===== src/hw/rtl/mma_pkg.sv =====
// ----------------------------------------------------------------------------
// mma_pkg: shared definitions of the multichannel moving average
// Sizes, register indexes, command and result word types used by the
// front queue, the filter engine and the result queue.
// ----------------------------------------------------------------------------
package mma_pkg;

  localparam int CHANNELS    = 4;
  localparam int WINDOW_MAX  = 32;
  localparam int OFFSET_REGS = 4;

  localparam int DATA_W      = 32;
  localparam int SUM_W       = 38;
  localparam int EXT_W       = SUM_W - DATA_W;
  localparam int CH_IN_W     = 3;
  localparam int WIN_FIELD_W = 6;
  localparam int CFG_IDX_W   = 3;

  localparam int WIN_W      = $clog2(WINDOW_MAX + 1);
  localparam int IDX_W      = $clog2(WINDOW_MAX);
  localparam int CH_W       = (CHANNELS > 1) ? $clog2(CHANNELS) : 1;
  localparam int OFS_W      = $clog2(OFFSET_REGS);
  localparam int ADDR_W     = CH_W + IDX_W;
  localparam int RING_DEPTH = (2 ** CH_W) * (2 ** IDX_W);
  localparam int CNT_W      = $clog2(SUM_W + 1);

  localparam int WINDOW_RESET = (8 > WINDOW_MAX) ? WINDOW_MAX : 8;

  localparam logic [CFG_IDX_W-1:0] REG_WINDOW  = 3'd0;
  localparam logic [CFG_IDX_W-1:0] REG_OFFSET0 = 3'd1;

  localparam logic OP_FILTER = 1'b0;
  localparam logic OP_CLEAR  = 1'b1;

  typedef enum logic [1:0] {
    KIND_FILTER,
    KIND_PASS,
    KIND_CLEAR
  } kind_t;

  typedef struct packed {
    kind_t                     kind;
    logic                      ch_ok;
    logic [CH_IN_W-1:0]        channel;
    logic signed [DATA_W-1:0]  sample;
  } cmd_t;

  typedef struct packed {
    logic signed [DATA_W-1:0] filtered;
    logic signed [DATA_W-1:0] average;
    logic                     has_samples;
  } result_t;

endpackage


===== src/hw/rtl/mma_front.sv =====
// ----------------------------------------------------------------------------
// mma_front: input queue and classifier
// Accepts input words, sorts each into filter, pass-through or clear, and
// holds up to two classified words for the filter engine.
// ----------------------------------------------------------------------------
module mma_front (
  input  logic                              clk,
  input  logic                              rst,
  input  logic                              push,
  output logic                              full,
  input  logic                              opcode,
  input  logic [mma_pkg::CH_IN_W-1:0]       channel,
  input  logic signed [mma_pkg::DATA_W-1:0] sample,
  output logic                              cmd_valid,
  output mma_pkg::cmd_t                     cmd,
  input  logic                              cmd_take
);

  mma_pkg::cmd_t q [2];
  logic          wr_ptr;
  logic          rd_ptr;
  logic [1:0]    count;
  mma_pkg::cmd_t in_cmd;
  logic          do_push;
  logic          do_pop;

  always_comb begin
    in_cmd.ch_ok   = (32'(channel) < mma_pkg::CHANNELS);
    in_cmd.channel = channel;
    in_cmd.sample  = sample;
    if (opcode == mma_pkg::OP_CLEAR) begin
      in_cmd.kind = mma_pkg::KIND_CLEAR;
    end else if (in_cmd.ch_ok) begin
      in_cmd.kind = mma_pkg::KIND_FILTER;
    end else begin
      in_cmd.kind = mma_pkg::KIND_PASS;
    end
  end

  assign full      = (count == 2'd2);
  assign cmd_valid = (count != 2'd0);
  assign cmd       = q[rd_ptr];
  assign do_push   = push && !full;
  assign do_pop    = cmd_take && cmd_valid;

  always_ff @(posedge clk) begin
    if (rst) begin
      wr_ptr <= 1'b0;
      rd_ptr <= 1'b0;
      count  <= 2'd0;
    end else begin
      if (do_push) begin
        q[wr_ptr] <= in_cmd;
        wr_ptr    <= !wr_ptr;
      end
      if (do_pop) begin
        rd_ptr <= !rd_ptr;
      end
      case ({do_push, do_pop})
        2'b10:   count <= count + 2'd1;
        2'b01:   count <= count - 2'd1;
        default: count <= count;
      endcase
    end
  end

endmodule


===== config.mk =====
export PLATFORM = sky130hd
export DESIGN_NAME = mma_front
export DESIGN_NICKNAME = d
export VERILOG_FILES = /design/src/hw/rtl/mma_pkg.sv /design/src/hw/rtl/mma_front.sv
export SDC_FILE = /design/constraint.sdc
export NUM_CORES = 1
export LEC_CHECK = 0
export ABC_CLOCK_PERIOD_IN_PS = 4000
export BUFFER_PORTS_ARGS = -buffer_cell sky130_fd_sc_hd__buf_4
export CELL_PAD_IN_SITES_DETAIL_PLACEMENT = 0
export CELL_PAD_IN_SITES_GLOBAL_PLACEMENT = 1
export CORE_ASPECT_RATIO = 2
export CORE_MARGIN = 5
export CORE_UTILIZATION = 39
export DETAILED_ROUTE_END_ITERATION = 16
export GPL_TIMING_DRIVEN = 1
export PLACE_DENSITY_LB_ADDON = 0.1
export SLEW_MARGIN = 10
export SYNTH_ARGS = -nofsm -noshare
export SYNTH_HDL_FRONTEND = slang
export SYNTH_SLANG_ARGS = --single-unit
export TNS_END_PERCENT = 100

===== constraint.sdc =====
create_clock -name clk -period 4 [get_ports clk]
set_input_delay 0.6 -clock clk [delete_from_list [all_inputs] [get_ports clk]]
set_output_delay 0.6 -clock clk [all_outputs]
set_load 0.02 [all_outputs]

== After elaboration in Yosys (flattened, before gate mapping) ==
Memory sizes are Yosys's and may differ from the RTL's. A register that Yosys moved wholly into a read port is not among the register bits.
Cells that the tools add are included.
Storage, ports and cells
  bits of input ports: 40
  RAM bits: 76
  register bits: 4
  memories kept: 1
Memory list
  q: depth 2, width 38, read ports 1, clocked after memory_dff 1, wr ports 1, line mma_front.sv:19  | mma_pkg::cmd_t q [2];
Operators by class
  order comparisons: 1
  eq/ne operators: 3
  muxes and demuxes: 8
  reduce and logical (&&, ||, !) cells: 7
  add/sub/neg operators: 2
Operator list (number)
  1-bit 2-to-1 mux: 6
  2-bit equality test, second input constant: 2
  2-bit case mux with 2 select lines: 1
  2-bit nonzero test: 2
  1-bit zero test: 3
  3-bit < comparator, second input constant: 1
  2-bit by 1-bit adder with 2-bit output, second input constant: 1
  2-bit by 1-bit equality test with 1-bit output, second input constant: 1
  1-bit logical AND: 2
  2-bit 2-to-1 mux: 1
  2-bit by 1-bit subtractor with 2-bit output, second input constant: 1

== Logic depth before layout (Yosys ltp) ==
Gate-level depths: netlist (run 1).
  depth after elaboration: 6
  gate-level depth with buffers: 6

== Worst setup path before layout (run 1) ==
OpenSTA, ideal clock, no wires.
  path type: reg-to-reg
  start: reg count[0]
  end: mem q[1][0] (netlist name) (enable)
  required time: 3511 ps
  path slack: -48 ps
  stages on the path, launching flop included: 4
  buffers on the path: 0
  period minus slack after synthesis: 4048 ps
  arrival time: 3559 ps
  cell sequence: dfxtp_1 -> nor2b_1 -> nand2b_1 -> nor3b_1
Between the ends
  longest elaborated chain between the ends: 6
Ends and longest elaborated chain
  start, declared: line mma_front.sv:22  | logic [1:0] count;
  start signal, assigned: line mma_front.sv:60  | 2'b10: count <= count + 2'd1;
  start signal, assigned: line mma_front.sv:61  | 2'b01: count <= count - 2'd1;
  start signal, assigned: line mma_front.sv:62  | default: count <= count;
  2-bit equality test: line mma_front.sv:40  | assign full = (count == 2'd2);
  net full: line mma_front.sv:10  | output logic full,
  1-bit zero test: line mma_front.sv:43  | assign do_push = push && !full;
  1-bit logical AND: line mma_front.sv:43
  1-bit 2-to-1 mux: line mma_front.sv:52  | if (do_push) begin
  1-bit 2-to-1 mux: line mma_front.sv:47  | if (rst) begin
  1-bit 2-to-1 mux (implied by the code): line mma_front.sv:53  | q[wr_ptr] <= in_cmd;
  end, declared: line mma_front.sv:19
The timed path passes the listed nets, and every way through them passes these cells.

==> reports/results.ini, run 1 <==
[floorplan]
rows=45
start_util=0.396
core-area_um2=7490
die_w_um=71.6
dieArea_um2=9550
die_y_um=133
io_pins=80

[placed_design]
numPortBuffers=79
dp_cells=317
place_congestion=0.630
place_hpwl_mm=3.37

[grt]
grt_max_degree=39
grt_pass1_vias=1641
grt_use_total=0.108
antenna_found_initial=0
grt_overflow=0
grt_pass1_wl_mm=7.62

[sta]
setup_viol=0
min_period_over_period=0.619
max_freq_mhz=404
min_period_ns=2.47
maxSlewViolCount=0
rsz0062_at_grt=no
hold_viol_final=0
worst_slew_pin_slew_ns=0.970
slew_headroom=0.353
finClkSkew_ns=0.00454
setup-tns-final_ns=0

[clock_network]
cts_root_buf=clkbuf_16
cts.sinks=81
htreeDepth=3
cts.repair_timing.setup_buffer_count=0
ctsHoldBuffers=0
clock_latency_ns=0.33
cts_tree=yes
numCtsBuffers=9
clk_pin_slew_ns=0.06
cts_resized=0
clock_path_buffers=2

[logic_synthesis]
async_flop_share=0
ys_seq_elements=81
syn-cell-area_um2=2960
synth_seq_area_share=0.804
synth_top_area_share=0.770
yosysUniqueCellTypes=19
synth_area_leaders=edfxtp_1, mux2_1, mux2_2
postSynthCellCount=145
ys_top_cells_by_count=edfxtp_1, mux2_1, mux2_2
yosysTopAreaCell=edfxtp_1
synth_edf_count=76
syn_nets=186
ys.warnings.count=0
yosysMostFrequentCell=edfxtp_1
synth.avg_cell_area_um2=20.4
ys.flop_type=edfxtp_1

[detailed_routing]
drt-wirelength-per-cell_um=14.5
first_pass_iters=4
vias=1525
drc=0
ant_nets=0
vias_per_cell=4.58
wl_mm=4.84
first_iter_violations=43

[power]
power_per_cell_area_nw_per_um2=611
max-vdd-ir-drop_mv=0.343
p_leak_nw=1.47

[critical_path]
cp_top_family=flip-flops
worstPathCellList=mux2_2 -> buf_4
cp_data_required_time_ns=3.40
crit_type=flop to output port
crit_slowest_cell=dfxtp_2
cpPeakStageDelay_ns=0.94
end_kind=output port
cp_num_buf_inv=1
critPathMaxFanout=38
worstPathArrival_ns=1.87
start_kind=flop

[layout]
multiInputGateArea_um2=569
fin_nets=275
fillers=657
seq_area_um2=2380
drive_above_1_share=0.481
stdcell_count=333
syn_to_final_growth_pct=33.7
n_antenna_cell=0

[min_path]
hold_class=input pin to flop

[flow_run]
drv_cap=0

[status]
run_status=finished clean

[worst register-to-register path, cell delays in order (launching register included)]
cell and delay (ns):
dfxtp_1 0.41, nor2b_1 0.11, nand2b_1 0.23, nor3b_4 0.82, buf_12 0.27
[registers in the layout, indices dropped and copies added (netlist names), named ones only]
name    flops
rd_ptr      1
wr_ptr      1
q          76
count       2
[routing by layer]
layer,GRT usage,part of all wire,routed length [um],up-vias
met2,0.187,0.55,2670,53
met5,0,0,0,-
met4,0.0596,0.020,96,0
met3,0.0431,0.076,367,8
met1,0.108,0.35,1710,728
li1,-,-,-,736
[cell families (layout without fill, tap and decap cells)]
family / Yosys count / count (layout) / share of synthesized area
buffers and inverters: 6 / 100 / 0.00929
muxes: 38 / 38 / 0.144
DFF: 81 / 81 / 0.804
AOI/OAI and AO/OA: 5 / 5 / 0.00929
xor gates and xnor gates: 3 / 3 / 0.00887
and+or+nand+nor: 11 / 11 / 0.0198
adders and majority gates: 1 / 1 / 0.00422
[where the power goes]
group	total, mW	internal [mW]	switching [mW]
Sequential	1.10	1.02	0.0847
Combinational	0.633	0.322	0.311
Clock	0.685	0.408	0.277
[through the flow]
stage                     area, um^2  hold WS, ns  worst slack (ns)   util  power (mW)
final                           3960        0.455              1.53  0.529        2.42
after global routing            3960        0.441              1.39  0.529        2.55
after CTS                       3960        0.436              1.43  0.529        2.47
after detailed placement        3710        0.507              1.72  0.495        1.77
after global placement          3710        0.494              1.77  0.495        1.76
after floorplan                 2970        0.460             0.159      -        1.49
[final timing paths]
kind	start	end	slack (ns)	depth (start not counted)
worst max register to register	count[0]$_SDFFE_PP0P_	q[1][36]$_DFFE_PP_	1.86	4
worst min register to register	count[1]$_SDFFE_PP0P_	count[1]$_SDFFE_PP0P_	0.52	2
worst min-delay path	sample[5]	q[0][5]$_DFFE_PP_	0.46	1
worst max-delay path	flop	cmd[27]	1.53	2
[placed cells by master (no fill, tap or decap)]
cell type and count:
o21ai_0 2, dfxtp_2 1, nand2b_1 1, buf_4 81, ha_1 1, nor2_1 4
mux2_1 20, dfxtp_1 4, inv_1 2, nor3b_4 1, xnor2_1 2, or2_2 1
clkinv_2 2, xor2_1 1, buf_12 1, clkbuf_1 1, nor3_2 1, a21oi_1 2
clkbuf_16 9, mux2_2 18, or3_1 2, clkinv_1 4, edfxtp_1 76, o21a_1 1
nor2b_1 1
[final cells by class]
| class | instances | area share |
|---|---|---|
| Clock buffer | 10 | 0.0578 |
| Timing Repair Buffer | 82 | 0.159 |
| Sequential cell | 81 | 0.602 |
| Multi-Input combinational cell | 58 | 0.144 |
| Tap cell | 94 | 0.0297 |
| Inverter | 2 | 0.00190 |
| Clock inverter | 6 | 0.00632 |
No activity file was read; power rests on OpenSTA's default activity.
==> run 2, diff against run 1 <==
--- a/config.mk
+++ b/config.mk
@@ -5,7 +5,7 @@
 export SDC_FILE = /design/constraint.sdc
 export NUM_CORES = 1
 export LEC_CHECK = 0
-export ABC_CLOCK_PERIOD_IN_PS = 4000
+export ABC_CLOCK_PERIOD_IN_PS = 2000
 export BUFFER_PORTS_ARGS = -buffer_cell sky130_fd_sc_hd__buf_4
 export CELL_PAD_IN_SITES_DETAIL_PLACEMENT = 0
 export CELL_PAD_IN_SITES_GLOBAL_PLACEMENT = 1
==> constraint.sdc (replaced) <==
create_clock -name clk -period 2 [get_ports clk]
set_input_delay 0.3 -clock clk [delete_from_list [all_inputs] [get_ports clk]]
set_output_delay 0.3 -clock clk [all_outputs]
set_load 0.02 [all_outputs]
==> reports/results.ini, run 2 (synthesis results as in run 1) <==
[layout]
largest_register=q
fin_nets=277
stdcell_count=335
most-common-layout-cells=buf_4, edfxtp_1, mux2_1, mux2_2, clkbuf_16
drive_above_1_share=0.515
fin_area_um2=4050
reg_top3=q: 76 flops, count: 2 flops
largest_register_ffs=76
syn_to_final_growth_pct=36.5
final_common_cell=buf_4
n_antenna_cell=0
post-route-util=0.540

[sta]
finClkSkew_ns=0.00210
min_period_over_period=0.881
setup_viol=0
hold_viol_final=0
rsz0062_at_grt=no
fin_hold_ws_ns=0.156
finalWorstSetupSlack_ns=0.237
maxSlewViolCount=0
max_freq_mhz=567
setup-tns-final_ns=0
min_period_ns=1.76
slew_headroom=0.817
worst_slew_pin_slew_ns=0.274

[critical_path]
cp_data_required_time_ns=1.70
cp_common_cell=buf_4
worstPathArrival_ns=1.46
crit_slowest_cell=mux2_1
cpPeakStageDelay_ns=0.38
end_kind=output port
start_kind=flop
cp_top_family=buffers and inverters
crit_type=flop to output port
critPathMaxFanout=20
worstPathCellList=buf_4 -> mux2_1 -> buf_4
cp_num_buf_inv=2

[floorplan]
core-area_um2=7490
rows=45
dieArea_um2=9550
die_w_um=71.6
start_util=0.396
die_y_um=133
io_pins=80

[grt]
grt_overflow=0
grt_pass1_wl_mm=7.85
antenna_found_initial=0
grt_pass1_vias=1680
grt_use_total=0.112
grt_max_degree=39

[min_path]
hold_class=input pin to flop

[detailed_routing]
drt-wirelength-per-cell_um=15.0
first_pass_iters=3
drc=0
highest_layer=met4
dr_wl_met2_mm=2.52
vias_per_cell=4.70
wl_met3_um=392
met1Wirelength_mm=1.97
wl_mm=5.02
first_iter_violations=67
vias=1576
ant_nets=0

[power]
p_leak_nw=1.50
power_mw=5.07
max-vdd-ir-drop_mv=0.899
power_per_cell_area_nw_per_um2=1250

[placed_design]
placed_area_um2=3760
dp_cells=319
place_congestion=0.676
dp_slack_ns=0.478
place_hpwl_mm=3.32
numPortBuffers=79

[clock_network]
clock_latency_ns=0.32
cts_tree=yes
cts.sinks=81
clock_path_buffers=2
clk_pin_slew_ns=0.06
cts_resized=0
cts_root_buf=clkbuf_16
htreeDepth=3
ctsHoldBuffers=0
numCtsBuffers=9
cts.repair_timing.setup_buffer_count=0

[flow_run]
drv_cap=0

[status]
run_status=finished clean

-- run 2: cell types whose count changed in the layout (fill, tap and decap cells not counted), moves of 2 or more --
cell	before	now
dfxtp_2	1	3
clkinv_1	4	1
dfxtp_1	4	2
clkinvlp_4	0	2
-- run 2: worst paths after layout --
kind | startpoint | to | slack [ns] | cells after the start
worst min-delay path | sample[30] | q[1][30]$_DFFE_PP_ | 0.16 | 1
worst max-delay path | flop | cmd[14] | 0.24 | 3
worst min register to register | rd_ptr$_SDFFE_PP0P_ | rd_ptr$_SDFFE_PP0P_ | 0.51 | 2
worst max register to register | count[1]$_SDFFE_PP0P_ | count[1]$_SDFFE_PP0P_ | 0.47 | 5
-- run 2: metal layers --
layer | GRT usage | up-vias
met5 | 0 | -
met2 | 0.183 | 54
li1 | - | 743
met1 | 0.120 | 770
met4 | 0.0659 | 0
met3 | 0.0446 | 9
-- run 2: layout make-up --
class | count | area [um^2]
Clock inverter | 6 | 58.8
Fill cell | 619 | 3440
Multi-Input combinational cell | 58 | 591
Sequential cell | 81 | 2390
Clock buffer | 10 | 229
Tap cell | 94 | 118
Timing Repair Buffer | 84 | 656
Inverter | 2 | 7.51
-- run 2: power by group --
part           switching [mW]  internal [mW]
Combinational           0.755          0.684
Clock                   0.588          0.956
Sequential             0.0552           2.04
==> run 3, diff against run 2 <==
--- a/config.mk
+++ b/config.mk
@@ -5,7 +5,7 @@
 export SDC_FILE = /design/constraint.sdc
 export NUM_CORES = 1
 export LEC_CHECK = 0
-export ABC_CLOCK_PERIOD_IN_PS = 2000
+export ABC_CLOCK_PERIOD_IN_PS = 1500
 export BUFFER_PORTS_ARGS = -buffer_cell sky130_fd_sc_hd__buf_4
 export CELL_PAD_IN_SITES_DETAIL_PLACEMENT = 0
 export CELL_PAD_IN_SITES_GLOBAL_PLACEMENT = 1
==> constraint.sdc (replaced) <==
create_clock -name clk -period 1.5 [get_ports clk]
set_input_delay 0.225 -clock clk [delete_from_list [all_inputs] [get_ports clk]]
set_output_delay 0.225 -clock clk [all_outputs]
set_load 0.02 [all_outputs]
==> reports/results.ini, run 3 (synthesis results as in run 1) <==
[critical_path]
crit_type=flop to output port
worstPathArrival_ns=1.43
critPathMaxFanout=7
cp_data_required_time_ns=1.27
start_kind=flop
end_kind=output port

[placed_design]
place_congestion=0.679
numPortBuffers=79
dp_slack_ns=-0.0297
placed_area_um2=3780
place_hpwl_mm=3.47

[detailed_routing]
drc=0
ant_nets=0
vias_per_cell=4.64
drt-wirelength-per-cell_um=16.1
first_pass_iters=4
wl_mm=5.53
vias=1591
first_iter_violations=93

[floorplan]
start_util=0.396
rows=45
dieArea_um2=9550
die_y_um=133
core-area_um2=7490
die_w_um=71.6
io_pins=80

[layout]
syn_to_final_growth_pct=49.8
n_antenna_cell=0
largest_register_ffs=76
most-common-layout-cells=edfxtp_1, buf_4, buf_6, mux2_4, clkbuf_16
reg_top3=q: 76 flops, count: 2 flops
largest_register=q
fillers=581
post-route-util=0.593
final_common_cell=edfxtp_1
drive_above_1_share=0.594
fin_area_um2=4440
fin_nets=285

[clock_network]
cts.sinks=81
clock_path_buffers=2
numCtsBuffers=9
clk_pin_slew_ns=0.05
htreeDepth=3
clock_latency_ns=0.32
cts_root_buf=clkbuf_16
cts_tree=yes
ctsHoldBuffers=0

[power]
power_per_cell_area_nw_per_um2=1670
p_leak_nw=1.72
max-vdd-ir-drop_mv=0.858

[sta]
min_period_ns=1.65
max_freq_mhz=604
setup_viol=38
worst_slew_pin_slew_ns=0.219
min_period_over_period=1.10
fin_hold_ws_ns=0.0834
rsz0062_at_grt=yes
hold_viol_final=0
finalWorstSetupSlack_ns=-0.154
setup-tns-final_ns=-4.90
slew_headroom=0.852
finClkSkew_ns=0.00261
maxSlewViolCount=0

[status]
run_status=finished with violations
violations=negative setup slack

[min_path]
hold_class=input pin to flop

[grt]
grt_pass1_vias=1686
antenna_found_initial=0
grt_use_total=0.116
grt_pass1_wl_mm=8.16
grt_max_degree=25
grt_overflow=0

[flow_run]
drv_cap=0

[run 3: changes by cell type in the layout (fill, tap and decap cells not counted), moves of 3 or more]
cell,before,now
buf_4,82,50
mux2_2,18,0
mux2_4,0,34
mux2_1,20,4
buf_6,0,35
clkinv_1,1,4
[run 3: what timing repair did]
item,CTS,global route
pin swaps,1,0
endpoints found under the setup margin,37,53
cloned,1,2
resized for setup,38,41
setup buffers,3,0
[run 3: cell type report]
| cell class | instances | area (um^2) | area share |
|---|---|---|---|
| inverters | 2 | 7.51 | 0.00169 |
| flip-flops and latches | 81 | 2390 | 0.539 |
| well taps | 94 | 118 | 0.0265 |
| multi-input cells | 58 | 742 | 0.167 |
| repair buffers | 92 | 927 | 0.209 |
| clock buffers | 10 | 229 | 0.0516 |
| clock inverters | 6 | 25.0 | 0.00564 |
[run 3: path summary, 6_finish.rpt]
path / startpoint / to / slack (ns) / depth (start not counted)
worst min-delay path: sample[28] / q[1][28]$_DFFE_PP_ / 0.08 / 1
worst max register to register: count[1]$_SDFFE_PP0P_ / count[1]$_SDFFE_PP0P_ / 0.06 / 6
worst max-delay path: flop / cmd[22] / -0.15 / 3
worst min register to register: rd_ptr$_SDFFE_PP0P_ / rd_ptr$_SDFFE_PP0P_ / 0.51 / 2
[run 3: worst max-delay path: stages (launching register included)]
cell	delay, ns
dfxtp_4	0.46
buf_4	0.17
mux2_1	0.32
buf_4	0.16
[run 3: routing by layer]
layer / GRT usage / vias to the layer above / routed length [um]
li1: - / 762 / -
met5: 0 / - / 0
met4: 0.0628 / 0 / 106
met1: 0.130 / 761 / 2210
met3: 0.0506 / 10 / 408
met2: 0.183 / 58 / 2810
[run 3: power breakdown]
| part | internal, mW | total [mW] | leakage [nW] | switching [mW] |
|---|---|---|---|---|
| Combinational | 1.57 | 2.74 | 0.851 | 1.17 |
| Clock | 1.09 | 1.83 | 0.126 | 0.741 |
| Sequential | 2.73 | 2.87 | 0.740 | 0.138 |
| Total | 5.38 | 7.43 | 1.72 | 2.05 |
[run 3: per-stage QoR]
| step | instances | total power [mW] |
|---|---|---|
| 6_report | 343 | 7.43 |
| 5_1_grt | 343 | 7.79 |
| 4_1_cts | 341 | 7.14 |
| 3_5_place_dp | 321 | 4.87 |
| 3_3_place_gp | 321 | 4.85 |
| 2_1_floorplan | 145 | 4.01 |
