[src/hw/rtl/mma_pkg.sv]
// ----------------------------------------------------------------------------
// mma_pkg: shared definitions of the multichannel moving average
// Sizes, register indexes, command and result word types used by the
// front queue, the filter engine and the result queue.
// ----------------------------------------------------------------------------
package mma_pkg;

  localparam int CHANNELS    = 4;
  localparam int WINDOW_MAX  = 32;
  localparam int OFFSET_REGS = 4;

  localparam int DATA_W      = 32;
  localparam int SUM_W       = 38;
  localparam int EXT_W       = SUM_W - DATA_W;
  localparam int CH_IN_W     = 3;
  localparam int WIN_FIELD_W = 6;
  localparam int CFG_IDX_W   = 3;

  localparam int WIN_W      = $clog2(WINDOW_MAX + 1);
  localparam int IDX_W      = $clog2(WINDOW_MAX);
  localparam int CH_W       = (CHANNELS > 1) ? $clog2(CHANNELS) : 1;
  localparam int OFS_W      = $clog2(OFFSET_REGS);
  localparam int ADDR_W     = CH_W + IDX_W;
  localparam int RING_DEPTH = (2 ** CH_W) * (2 ** IDX_W);
  localparam int CNT_W      = $clog2(SUM_W + 1);

  localparam int WINDOW_RESET = (8 > WINDOW_MAX) ? WINDOW_MAX : 8;

  localparam logic [CFG_IDX_W-1:0] REG_WINDOW  = 3'd0;
  localparam logic [CFG_IDX_W-1:0] REG_OFFSET0 = 3'd1;

  localparam logic OP_FILTER = 1'b0;
  localparam logic OP_CLEAR  = 1'b1;

  typedef enum logic [1:0] {
    KIND_FILTER,
    KIND_PASS,
    KIND_CLEAR
  } kind_t;

  typedef struct packed {
    kind_t                     kind;
    logic                      ch_ok;
    logic [CH_IN_W-1:0]        channel;
    logic signed [DATA_W-1:0]  sample;
  } cmd_t;

  typedef struct packed {
    logic signed [DATA_W-1:0] filtered;
    logic signed [DATA_W-1:0] average;
    logic                     has_samples;
  } result_t;

endpackage

[src/hw/rtl/mma_outq.sv]
// ----------------------------------------------------------------------------
// mma_outq: result queue
// Two-entry queue that holds finished result words until they are popped.
// ----------------------------------------------------------------------------
module mma_outq (
  input  logic             clk,
  input  logic             rst,
  input  logic             res_push,
  input  mma_pkg::result_t res,
  output logic             res_full,
  output logic             empty,
  input  logic             pop,
  output mma_pkg::result_t head
);

  mma_pkg::result_t q [2];
  logic             wr_ptr;
  logic             rd_ptr;
  logic [1:0]       count;
  logic             do_push;
  logic             do_pop;

  assign res_full = (count == 2'd2);
  assign empty    = (count == 2'd0);
  assign head     = q[rd_ptr];
  assign do_push  = res_push && !res_full;
  assign do_pop   = pop && !empty;

  always_ff @(posedge clk) begin
    if (rst) begin
      wr_ptr <= 1'b0;
      rd_ptr <= 1'b0;
      count  <= 2'd0;
    end else begin
      if (do_push) begin
        q[wr_ptr] <= res;
        wr_ptr    <= !wr_ptr;
      end
      if (do_pop) begin
        rd_ptr <= !rd_ptr;
      end
      case ({do_push, do_pop})
        2'b10:   count <= count + 2'd1;
        2'b01:   count <= count - 2'd1;
        default: count <= count;
      endcase
    end
  end

endmodule

[config.mk]
export PLATFORM = sky130hd
export DESIGN_NAME = mma_outq
export DESIGN_NICKNAME = d
export VERILOG_FILES = /design/src/hw/rtl/mma_pkg.sv /design/src/hw/rtl/mma_outq.sv
export SDC_FILE = /design/constraint.sdc
export NUM_CORES = 1
export LEC_CHECK = 0
export ABC_AREA = 0
export BUFFER_PORTS_ARGS = -buffer_cell sky130_fd_sc_hd__buf_2
export CORE_MARGIN = 5
export CORE_UTILIZATION = 31
export CTS_CLUSTER_DIAMETER = 100
export DETAILED_ROUTE_END_ITERATION = 16
export PLACE_DENSITY = 0.48
export SLEW_MARGIN = 25
export SYNTH_ARGS = -nofsm -noshare
export SYNTH_HDL_FRONTEND = slang
export SYNTH_SLANG_ARGS = --single-unit
export TNS_END_PERCENT = 20
[constraint.sdc]
create_clock -name clk -period 17.5 [get_ports clk]
set_input_delay 2.625 -clock clk [delete_from_list [all_inputs] [get_ports clk]]
set_output_delay 2.625 -clock clk [all_outputs]
set_load 0.1 [all_outputs]
### After elaboration in Yosys (flattened, before gate mapping)

Memory sizes are Yosys's and may differ from the RTL's. A register that Yosys moved wholly into a read port is not among the register bits.
Index checks and enable logic that the tools add are counted.

* shift operators: 0
* add/sub/neg operators: 2
* order comparisons: 0
* bitwise gates (word level): 0
* multiplexer cells: 6
* div/mod/pow operators: 0
* eq/ne operators: 3
* reductions and logical operators: 8
* multipliers: 0

Operators with widths (number)
* $mux 1: 5
* $eq 2x2->1 const B: 2
* $logic_not 1->1: 4
* $pmux 2 s2: 1
* $add 2x1->2 const B: 1
* $eq 2x1->1 const B: 1
* $logic_and 1x1->1: 2
* $logic_not 2->1: 1
* $reduce_bool 2->1: 1
* $sub 2x1->2 const B: 1

* memory bits (read-only): 0
* bits in latches: 0
* memory bits (writable): 130
* memories kept: 1
* input port bits: 69
* word-level logic and storage cells: 23
* register bits: 4

Memory list
* q: words 2, bits a word 65, rd ports 1, clocked after Yosys merged registers in 1, wr ports 1, RTL line mma_outq.sv:16 `mma_pkg::result_t q [2];`

### Logic depth before layout (Yosys ltp)

Gate-level depths: netlist (run 1).

* depth in word-level cells: 6
* depth in mapped cells: 6
* mapped depth without buffers: 6

### Worst setup path before layout (run 1)

Ideal clock, no wire load.

* kind: input to register
* start point: input port res_push
* end point: memory q[1][0] (netlist name) (enable)
* library setup time: 583 ps
* cell stages on the path: 2
* path slack: 9448 ps
* path buffers: 0
* arrival: 7469 ps
* path through: nand2b_1 -> nor3b_1

* cells in the longest elaborated chain, start to end: 4

Ends and longest elaborated chain
* start: declaration: RTL line mma_outq.sv:8 `input logic res_push,`
* $logic_and 1x1->1: RTL line mma_outq.sv:26 `assign do_push = res_push && !res_full;`
* $mux 1: RTL line mma_outq.sv:35 `if (do_push) begin`
* $mux 1: RTL line mma_outq.sv:30 `if (rst) begin`
* $mux 1 (not written as such): RTL line mma_outq.sv:36 `q[wr_ptr] <= res;`
* end: declaration: RTL line mma_outq.sv:16

No other way between the ends.

==> results of run 1 <==
==> cell families (layout without fill, tap and decap cells) <==
group,count (synthesis),count (layout),synth area share
buffers and inverters,8,172,0.00792
XOR/XNOR,3,3,0.00537
adder cells (fa/ha/maj),1,1,0.00256
AND/OR/NAND/NOR,10,10,0.0107
flip-flops,135,135,0.818
AO/OA/AOI/OAI,5,5,0.00563
multiplexers,65,65,0.150
==> metrics by stage <==
step	cells	utilization	worst slack, ns	area, um^2	power [mW]
after CTS	607	0.412	12.63	6470	1.30
final	607	0.412	12.75	6470	1.27
after global routing	607	0.412	12.58	6470	1.32
after global placement	575	0.372	13.07	5850	0.918
after floorplan	227	-	9.45	4890	0.848
after detailed placement	575	0.372	13.09	5850	0.920
==> layer usage <==
metal,share of wire,vias to the layer above,track usage,routed length (um)
met5,0.0015,-,0,14
met4,0.019,2,0.0554,173
met3,0.084,16,0.0501,786
met2,0.51,85,0.173,4710
met1,0.39,1263,0.113,3620
li1,-,1199,-,-
==> cell type report <==
| type | count | area [um^2] |
|---|---|---|
| Multi-Input combinational cell | 84 | 861 |
| Clock inverter | 13 | 180 |
| Inverter | 1 | 3.75 |
| Timing Repair Buffer | 139 | 706 |
| Fill cell | 1465 | 9240 |
| Tap cell | 216 | 270 |
| Clock buffer | 19 | 443 |
| Sequential cell | 135 | 4010 |
==> sequential cells by signal, indices dropped and copies added, names as in the netlist, named ones only <==
| register | cells |
|---|---|
| q | 130 |
| count | 2 |
| rd_ptr | 1 |
| wr_ptr | 1 |
==> worst max path at each step <==
stage	start	to	slack, ns	depth (start not counted)
2_1_floorplan	res_push	q[1][0]	9.45	2
3_3_place_gp	flop	head[64]	13.07	2
3_5_place_dp	flop	head[64]	13.09	2
4_1_cts	flop	head[64]	12.63	2
5_1_grt	flop	head[23]	12.58	2
6_report	flop	head[11]	12.75	2
==> synth_stat cells <==
| library cell | number |
|---|---|
| nor3_1 | 1 |
| xor2_1 | 1 |
| edfxtp_1 | 130 |
| buf_2 | 7 |
| inv_1 | 1 |
| nor2_1 | 4 |
| o21ai_0 | 2 |
| mux2_2 | 65 |
| nand2b_1 | 1 |
| o21a_1 | 1 |
| dfxtp_1 | 5 |
| xnor2_1 | 2 |
| ha_1 | 1 |
| nor3b_1 | 1 |
| or3_1 | 2 |
| nor2b_1 | 1 |
| a21oi_1 | 2 |
==> power breakdown <==
part | internal (mW) | switching [mW] | total [mW]
sequential | 0.387 | 0.0314 | 0.418
clock | 0.241 | 0.127 | 0.368
combinational | 0.0933 | 0.394 | 0.487
==> worst max-delay path: cells and delay by family, from the launching register on <==
kind	cells	cell delay [ns]
muxes	1	0.32
buffers and inverters	1	0.43
DFF	1	0.95
==> results.py, run 1 <==
metrics = {
    "finish": {
        "layout-drive-gt1-share": 0.609,
        "area_growth_pct": 32.2,
        "layout_common_cells": "135 x buf_2, 130 x edfxtp_1, 65 x mux2_2",
        "antenna_cells": 0,
        "nNetsFinal": 448,
        "final_common_cell": "buf_2",
    },
    "clock_tree": {
        "clk_pin_slew_ns": 0.05,
        "numCtsBuffers": 17,
        "clkSinkCount": 135,
        "cts_tree": "yes",
        "clk_path_buf_depth": 2,
        "cts_resized": 0,
        "post_cts_buffers": 0,
        "cts_root_buf": "clkbuf_16",
        "insertion_delay_ns": 0.41,
        "hold_buffers": 0,
        "htreeDepth": 4,
    },
    "setup_path": {
        "crit_path_top_delay_cell": "dfxtp_4",
        "critPathMaxFanout": 65,
        "critPathLaunchType": "flop",
        "cp_data_required_time_ns": 14.88,
        "worstSetupPathType": "flop to output pin",
        "worstSetupEndpointType": "output pin",
        "r2r-end": "q[1][57]",
        "cpPeakStageDelay_ns": 0.95,
        "r2r_cells": 4,
        "r2r_start": "count[0]",
        "r2r_slack_ns": 15.67,
        "crit_chain": "mux2_2 -> buf_2",
        "crit_arrival_ns": 2.12,
    },
    "power": {
        "p_leak_nw": 2.37,
        "ir_worst_vdd_mv": 0.0977,
        "cellPowerDensity_nw_per_um2": 197,
    },
    "placement": {
        "dpl.hpwl_mm": 5.92,
        "gp_congestion": 0.679,
        "port_buffers": 135,
    },
    "timing": {
        "setup_violations": 0,
        "setup_tns_ns": 0,
        "finalHoldViolCount": 0,
        "period_needed_ns": 4.75,
        "fmax_mhz": 211,
        "maxSlewHeadroom": 0.396,
        "final.period_utilization": 0.271,
        "hold-worst-slack_ns": 0.520,
        "worst_slew_pin_slew_ns": 0.905,
        "rsz0062_at_grt": "no",
        "slew_violations": 0,
        "fin_skew_ns": 0.00432,
    },
    "floorplan": {
        "core.rowCount": 46,
        "die-width_um": 136,
        "coreArea_um2": 15700,
        "dieArea_um2": 18400,
        "start_util": 0.311,
        "dieHeight_um": 136,
        "io_pins": 136,
    },
    "route": {
        "first_pass_iters": 4,
        "drt-initial-drc-count": 109,
        "wl_per_cell_um": 15.3,
        "ant_nets": 0,
        "vias": 2565,
        "avgViaCountPerCell": 4.23,
        "wl_mm": 9.31,
        "drc_errors": 0,
    },
    "synth": {
        "ys_seq_area_frac": 0.818,
        "synth-seq-cells": 135,
        "yosysTopAreaCell": "edfxtp_1",
        "synth_area_um2": 4890,
        "synth_area_leaders": "edfxtp_1 80%, mux2_2 15%, dfxtp_1 2.0%",
        "syn_inst": 227,
        "ys_warn_count": 0,
        "syn_nets": 297,
        "avgSynthCellArea_um2": 21.6,
        "netlist.area_leader.share": 0.798,
        "synth.distinct_cells": 17,
    },
    "global_routing": {
        "grt_pass1_wl_mm": 14.5,
        "grt.total_usage": 0.105,
        "grt_overflow_total": 0,
        "grt_max_degree": 66,
        "antenna_found_initial": 1,
        "grt_pass1_vias": 2898,
    },
    "hold_path": {
        "hp-start": "rd_ptr",
        "hold_depth": 2,
        "hold_class": "flop to flop",
    },
    "run": {
        "cap_violations": 0,
    },
    "outcome": {
        "run_status": "completed",
    },
}
Power figures use the tool's default switching activity.
==> run 2: changes to the inputs <==
PLACE_DENSITY = 0.5   (was 0.48)
clock period = 4 ns   (was 17.5 ns; I/O delays follow)
==> results.py, run 2 (synthesis results as in run 1) <==
metrics = {
    "placement": {
        "pre_cts_ws_ns": 1.59,
        "placed_cell_area_um2": 5860,
        "gp_congestion": 0.693,
        "port_buffers": 135,
        "placed_cells": 575,
        "dpl.hpwl_mm": 5.91,
    },
    "global_routing": {
        "grt.total_usage": 0.106,
        "grt_pass1_vias": 2891,
        "grt_overflow_total": 0,
        "antenna_found_initial": 1,
        "grt_max_degree": 66,
        "grt_pass1_wl_mm": 14.5,
    },
    "clock_tree": {
        "post_cts_buffers": 0,
        "numCtsBuffers": 17,
        "insertion_delay_ns": 0.41,
        "clk_path_buf_depth": 2,
        "cts_root_buf": "clkbuf_16",
        "cts_tree": "yes",
        "clkSinkCount": 135,
        "clk_pin_slew_ns": 0.06,
        "hold_buffers": 0,
        "cts_resized": 0,
        "htreeDepth": 4,
    },
    "timing": {
        "setup_tns_ns": 0,
        "fin_skew_ns": 0.00467,
        "worst_slew_pin_slew_ns": 0.920,
        "rsz0062_at_grt": "no",
        "setup_violations": 0,
        "finalHoldViolCount": 0,
        "slew_violations": 0,
        "maxSlewHeadroom": 0.387,
        "period_needed_ns": 2.74,
        "final.period_utilization": 0.686,
        "hold-worst-slack_ns": 0.377,
        "fmax_mhz": 365,
        "fin_ws_ns": 1.26,
    },
    "setup_path": {
        "r2r-end": "q[1][2]",
        "crit_arrival_ns": 2.14,
        "worstSetupEndpointType": "output pin",
        "critPathLaunchType": "flop",
        "critPathBufInv": 1,
        "worst-path-stages": 2,
        "critical_path.endpoint": "head[0]",
        "cpPeakStageDelay_ns": 0.95,
        "crit_path_top_delay_cell": "dfxtp_4",
        "r2r_start": "count[0]",
        "cp_data_required_time_ns": 3.40,
        "critPathMaxFanout": 65,
        "crit_chain": "mux2_2 -> buf_2",
        "worstSetupPathType": "flop to output pin",
        "crit_family": "flip-flops",
        "r2r_cells": 4,
        "r2r_slack_ns": 2.10,
    },
    "finish": {
        "largest_register": "q",
        "largest_reg_flops": 130,
        "final_common_cell": "buf_2",
        "antenna_cells": 0,
        "layout_common_cells": "135 x buf_2, 130 x edfxtp_1, 65 x mux2_2",
        "top_regs": "q: 130 flops, count: 2 flops",
        "layout-drive-gt1-share": 0.604,
        "final_area_um2": 6470,
        "n_fill_cell": 1508,
        "nNetsFinal": 448,
        "area_growth_pct": 32.2,
        "final_core_util": 0.412,
        "layout.cells.non_filler": 607,
    },
    "run": {
        "cap_violations": 0,
    },
    "route": {
        "wl_mm": 9.38,
        "drt-initial-drc-count": 126,
        "first_pass_iters": 4,
        "ant_nets": 0,
        "wl_per_cell_um": 15.5,
        "vias": 2573,
        "avgViaCountPerCell": 4.24,
        "drc_errors": 0,
    },
    "floorplan": {
        "coreArea_um2": 15700,
        "io_pins": 136,
        "core.rowCount": 46,
        "dieHeight_um": 136,
        "die-width_um": 136,
        "dieArea_um2": 18400,
        "start_util": 0.311,
    },
    "power": {
        "internal_power_mw": 3.13,
        "power_switching_mw": 2.42,
        "switching_share": 0.436,
        "power_mw": 5.56,
        "p_leak_nw": 2.37,
        "clkPwrFrac": 0.286,
        "ir_worst_vdd_mv": 0.507,
        "combPwrFrac": 0.384,
        "cellPowerDensity_nw_per_um2": 859,
        "power_frac_seq": 0.330,
    },
    "outcome": {
        "run_status": "completed",
    },
    "hold_path": {
        "hold_depth": 1,
        "hold_class": "primary input to flop",
    },
}
[run 2: changes by cell type in the layout (fill, tap and decap cells not counted)]
cell	delta
clkinvlp_4	+1
clkbuf_1	-1
nor3b_4	+1
nor3_2	-1
clkinv_4	-1
clkinv_1	+3
nor3b_2	-1
clkinv_2	-1
clkbuf_8	-1
nor3_4	+1
[run 2: worst min-delay path by stage]
stage,start,endpoint,slack (ns)
6_report,res[39],q[1][39],0.38
5_1_grt,res[39],q[0][39],0.34
4_1_cts,res[13],q[1][13],0.35
3_5_place_dp,rd_ptr,rd_ptr,0.51
3_3_place_gp,rd_ptr,flop,0.50
2_1_floorplan,count[1],count[1],0.47
[run 2: per-layer routing]
layer,GRT usage,wire length [um]
met1,0.115,3760
met2,0.182,4880
met3,0.0449,595
met4,0.0470,129
met5,0,13
[run 2: power groups by stage]
stage	clock (mW)	sequential, mW	combinational [mW]
after floorplan	0	1.75	1.95
after global placement	0	1.87	2.15
after detailed placement	0	1.88	2.15
after CTS	1.64	1.85	2.16
after global routing	1.71	1.86	2.21
final	1.59	1.83	2.13
[run 2: cell type report]
type / count / area [um^2] / share of cell area
multi-input cells: 84 / 873 / 0.135
clock inverters: 15 / 185 / 0.0286
well taps: 216 / 270 / 0.0418
clock buffers: 17 / 425 / 0.0657
flip-flops and latches: 135 / 4010 / 0.619
inverters: 1 / 3.75 / 0.000580
repair buffers: 139 / 706 / 0.109
==> run 3: changes to the inputs <==
PLACE_DENSITY = 0.48   (was 0.5)
clock period = 2.65 ns   (was 4 ns; I/O delays follow)
==> results.py, run 3 (synthesis results as in run 1) <==
metrics = {
    "outcome": {
        "run_status": "completed",
    },
    "finish": {
        "final_area_um2": 6580,
        "final_core_util": 0.419,
        "area_growth_pct": 34.4,
        "largest_register": "q",
        "antenna_cells": 0,
        "multi_input_area_um2": 888,
        "largest_reg_flops": 130,
        "layout.cells.non_filler": 609,
        "nNetsFinal": 450,
        "n_fill_cell": 1456,
        "ff_latch_area_um2": 4010,
        "final_common_cell": "buf_2",
        "layout-drive-gt1-share": 0.618,
        "layout_common_cells": "135 x buf_2, 130 x edfxtp_1, 65 x mux2_2",
        "top_regs": "q: 130 flops, count: 2 flops",
    },
    "setup_path": {
        "worstSetupPathType": "flop to output pin",
        "r2r_start": "count[1]",
        "r2r_cells": 4,
        "critPathLaunchType": "flop",
        "cpPeakStageDelay_ns": 0.63,
        "cp_data_required_time_ns": 2.25,
        "crit_chain": "buf_12 -> mux2_2 -> buf_2",
        "critPathMaxFanout": 27,
        "r2r_slack_ns": 0.89,
        "crit_arrival_ns": 1.93,
        "worstSetupEndpointType": "output pin",
        "r2r-end": "q[1][5]",
        "crit_path_top_delay_cell": "dfxtp_4",
    },
    "timing": {
        "fin_ws_ns": 0.318,
        "final.period_utilization": 0.880,
        "finalHoldViolCount": 0,
        "slew_violations": 0,
        "fin_skew_ns": 0.00477,
        "setup_violations": 0,
        "hold-worst-slack_ns": 0.174,
        "rsz0062_at_grt": "no",
        "period_needed_ns": 2.33,
        "fmax_mhz": 429,
        "maxSlewHeadroom": 0.593,
        "worst_slew_pin_slew_ns": 0.611,
    },
    "placement": {
        "port_buffers": 135,
        "placed_cell_area_um2": 5920,
        "placed_cells": 577,
        "gp_congestion": 0.670,
        "pre_cts_ws_ns": 0.702,
        "dpl.hpwl_mm": 6.22,
    },
    "global_routing": {
        "grt_pass1_wl_mm": 15.0,
        "grt_overflow_total": 0,
        "grt.total_usage": 0.109,
        "antenna_found_initial": 0,
        "grt_pass1_vias": 2893,
        "grt_max_degree": 43,
    },
    "power": {
        "clkPwrFrac": 0.300,
        "combPwrFrac": 0.389,
        "power_frac_seq": 0.311,
        "internal_power_mw": 4.99,
        "ir_worst_vdd_mv": 0.484,
        "switching_share": 0.424,
        "p_leak_nw": 2.42,
        "cellPowerDensity_nw_per_um2": 1320,
        "power_switching_mw": 3.67,
    },
    "clock_tree": {
        "htreeDepth": 4,
        "clk_path_buf_depth": 2,
        "cts_root_buf": "clkbuf_16",
        "clk_pin_slew_ns": 0.06,
        "cts_tree": "yes",
        "hold_buffers": 0,
        "numCtsBuffers": 17,
        "post_cts_buffers": 0,
        "insertion_delay_ns": 0.41,
        "clkSinkCount": 135,
        "cts_resized": 0,
    },
    "route": {
        "first_pass_iters": 3,
        "wl_per_cell_um": 15.7,
        "ant_nets": 0,
        "drc_errors": 0,
        "vias": 2575,
        "wl_mm": 9.54,
        "drt-initial-drc-count": 110,
        "avgViaCountPerCell": 4.23,
    },
    "floorplan": {
        "core.rowCount": 46,
        "dieHeight_um": 136,
        "coreArea_um2": 15700,
        "dieArea_um2": 18400,
        "start_util": 0.311,
        "die-width_um": 136,
        "io_pins": 136,
    },
    "hold_path": {
        "hold_depth": 1,
        "hold_class": "primary input to flop",
        "holdPathEnd": "q[1][54]",
        "hp-start": "res[54]",
    },
    "run": {
        "cap_violations": 0,
    },
}
==> run 3: changes by cell type in the layout (fill, tap and decap cells not counted), moves of 2 or more <==
cell / previous run / this run
dfxtp_2: 0 / 2
dfxtp_1: 4 / 2
bufinv_16: 4 / 6
buf_12: 0 / 2
clkinv_1: 3 / 0
clkinvlp_4: 4 / 2
clkbuf_1: 0 / 2
==> run 3: layer usage <==
layer | part of all wire | vias up | global-route usage
li1 | - | 1210 | -
met5 | 0 | - | 0
met2 | 0.51 | 79 | 0.177
met4 | 0.021 | 0 | 0.0538
met3 | 0.071 | 16 | 0.0461
met1 | 0.40 | 1270 | 0.125
==> run 3: area by class of cell <==
type | count | share of cell area
inverters | 1 | 0.000571
clock buffers | 19 | 0.0658
repair buffers | 141 | 0.113
flip-flops and latches | 135 | 0.610
well taps | 216 | 0.0411
clock inverters | 13 | 0.0346
multi-input cells | 84 | 0.135
==> run 3: worst max path at each step <==
stage	end	slack, ns	cells past startpoint	startpoint
2_1_floorplan	q[1][0]	-0.23	3	count[1]
3_3_place_gp	head[41]	0.70	3	flop
3_5_place_dp	head[41]	0.70	3	flop
4_1_cts	head[41]	0.24	3	flop
5_1_grt	head[41]	0.20	3	flop
6_report	head[41]	0.32	3	flop
==> run 3: metrics by stage <==
stage / total power [mW] / TNS [ns]
finish: 8.66 / 0
global route: 9.00 / 0
CTS: 8.79 / 0
detailed placement: 6.15 / 0
global placement: 6.14 / 0
floorplan: 5.60 / -19.18
==> run 3: critical path: cells and delay by family, from the launching register on <==
kind | cells | cell delay [ns]
buffers and inverters | 2 | 0.53
DFF | 1 | 0.63
muxes | 1 | 0.36
==> run 3: power groups by stage <==
| stage | combinational (mW) | clock, mW | sequential [mW] |
|---|---|---|---|
| floorplan | 2.96 | 0 | 2.65 |
| global placement | 3.40 | 0 | 2.73 |
| detailed placement | 3.40 | 0 | 2.74 |
| CTS | 3.41 | 2.67 | 2.70 |
| global route | 3.50 | 2.78 | 2.72 |
| finish | 3.37 | 2.60 | 2.69 |
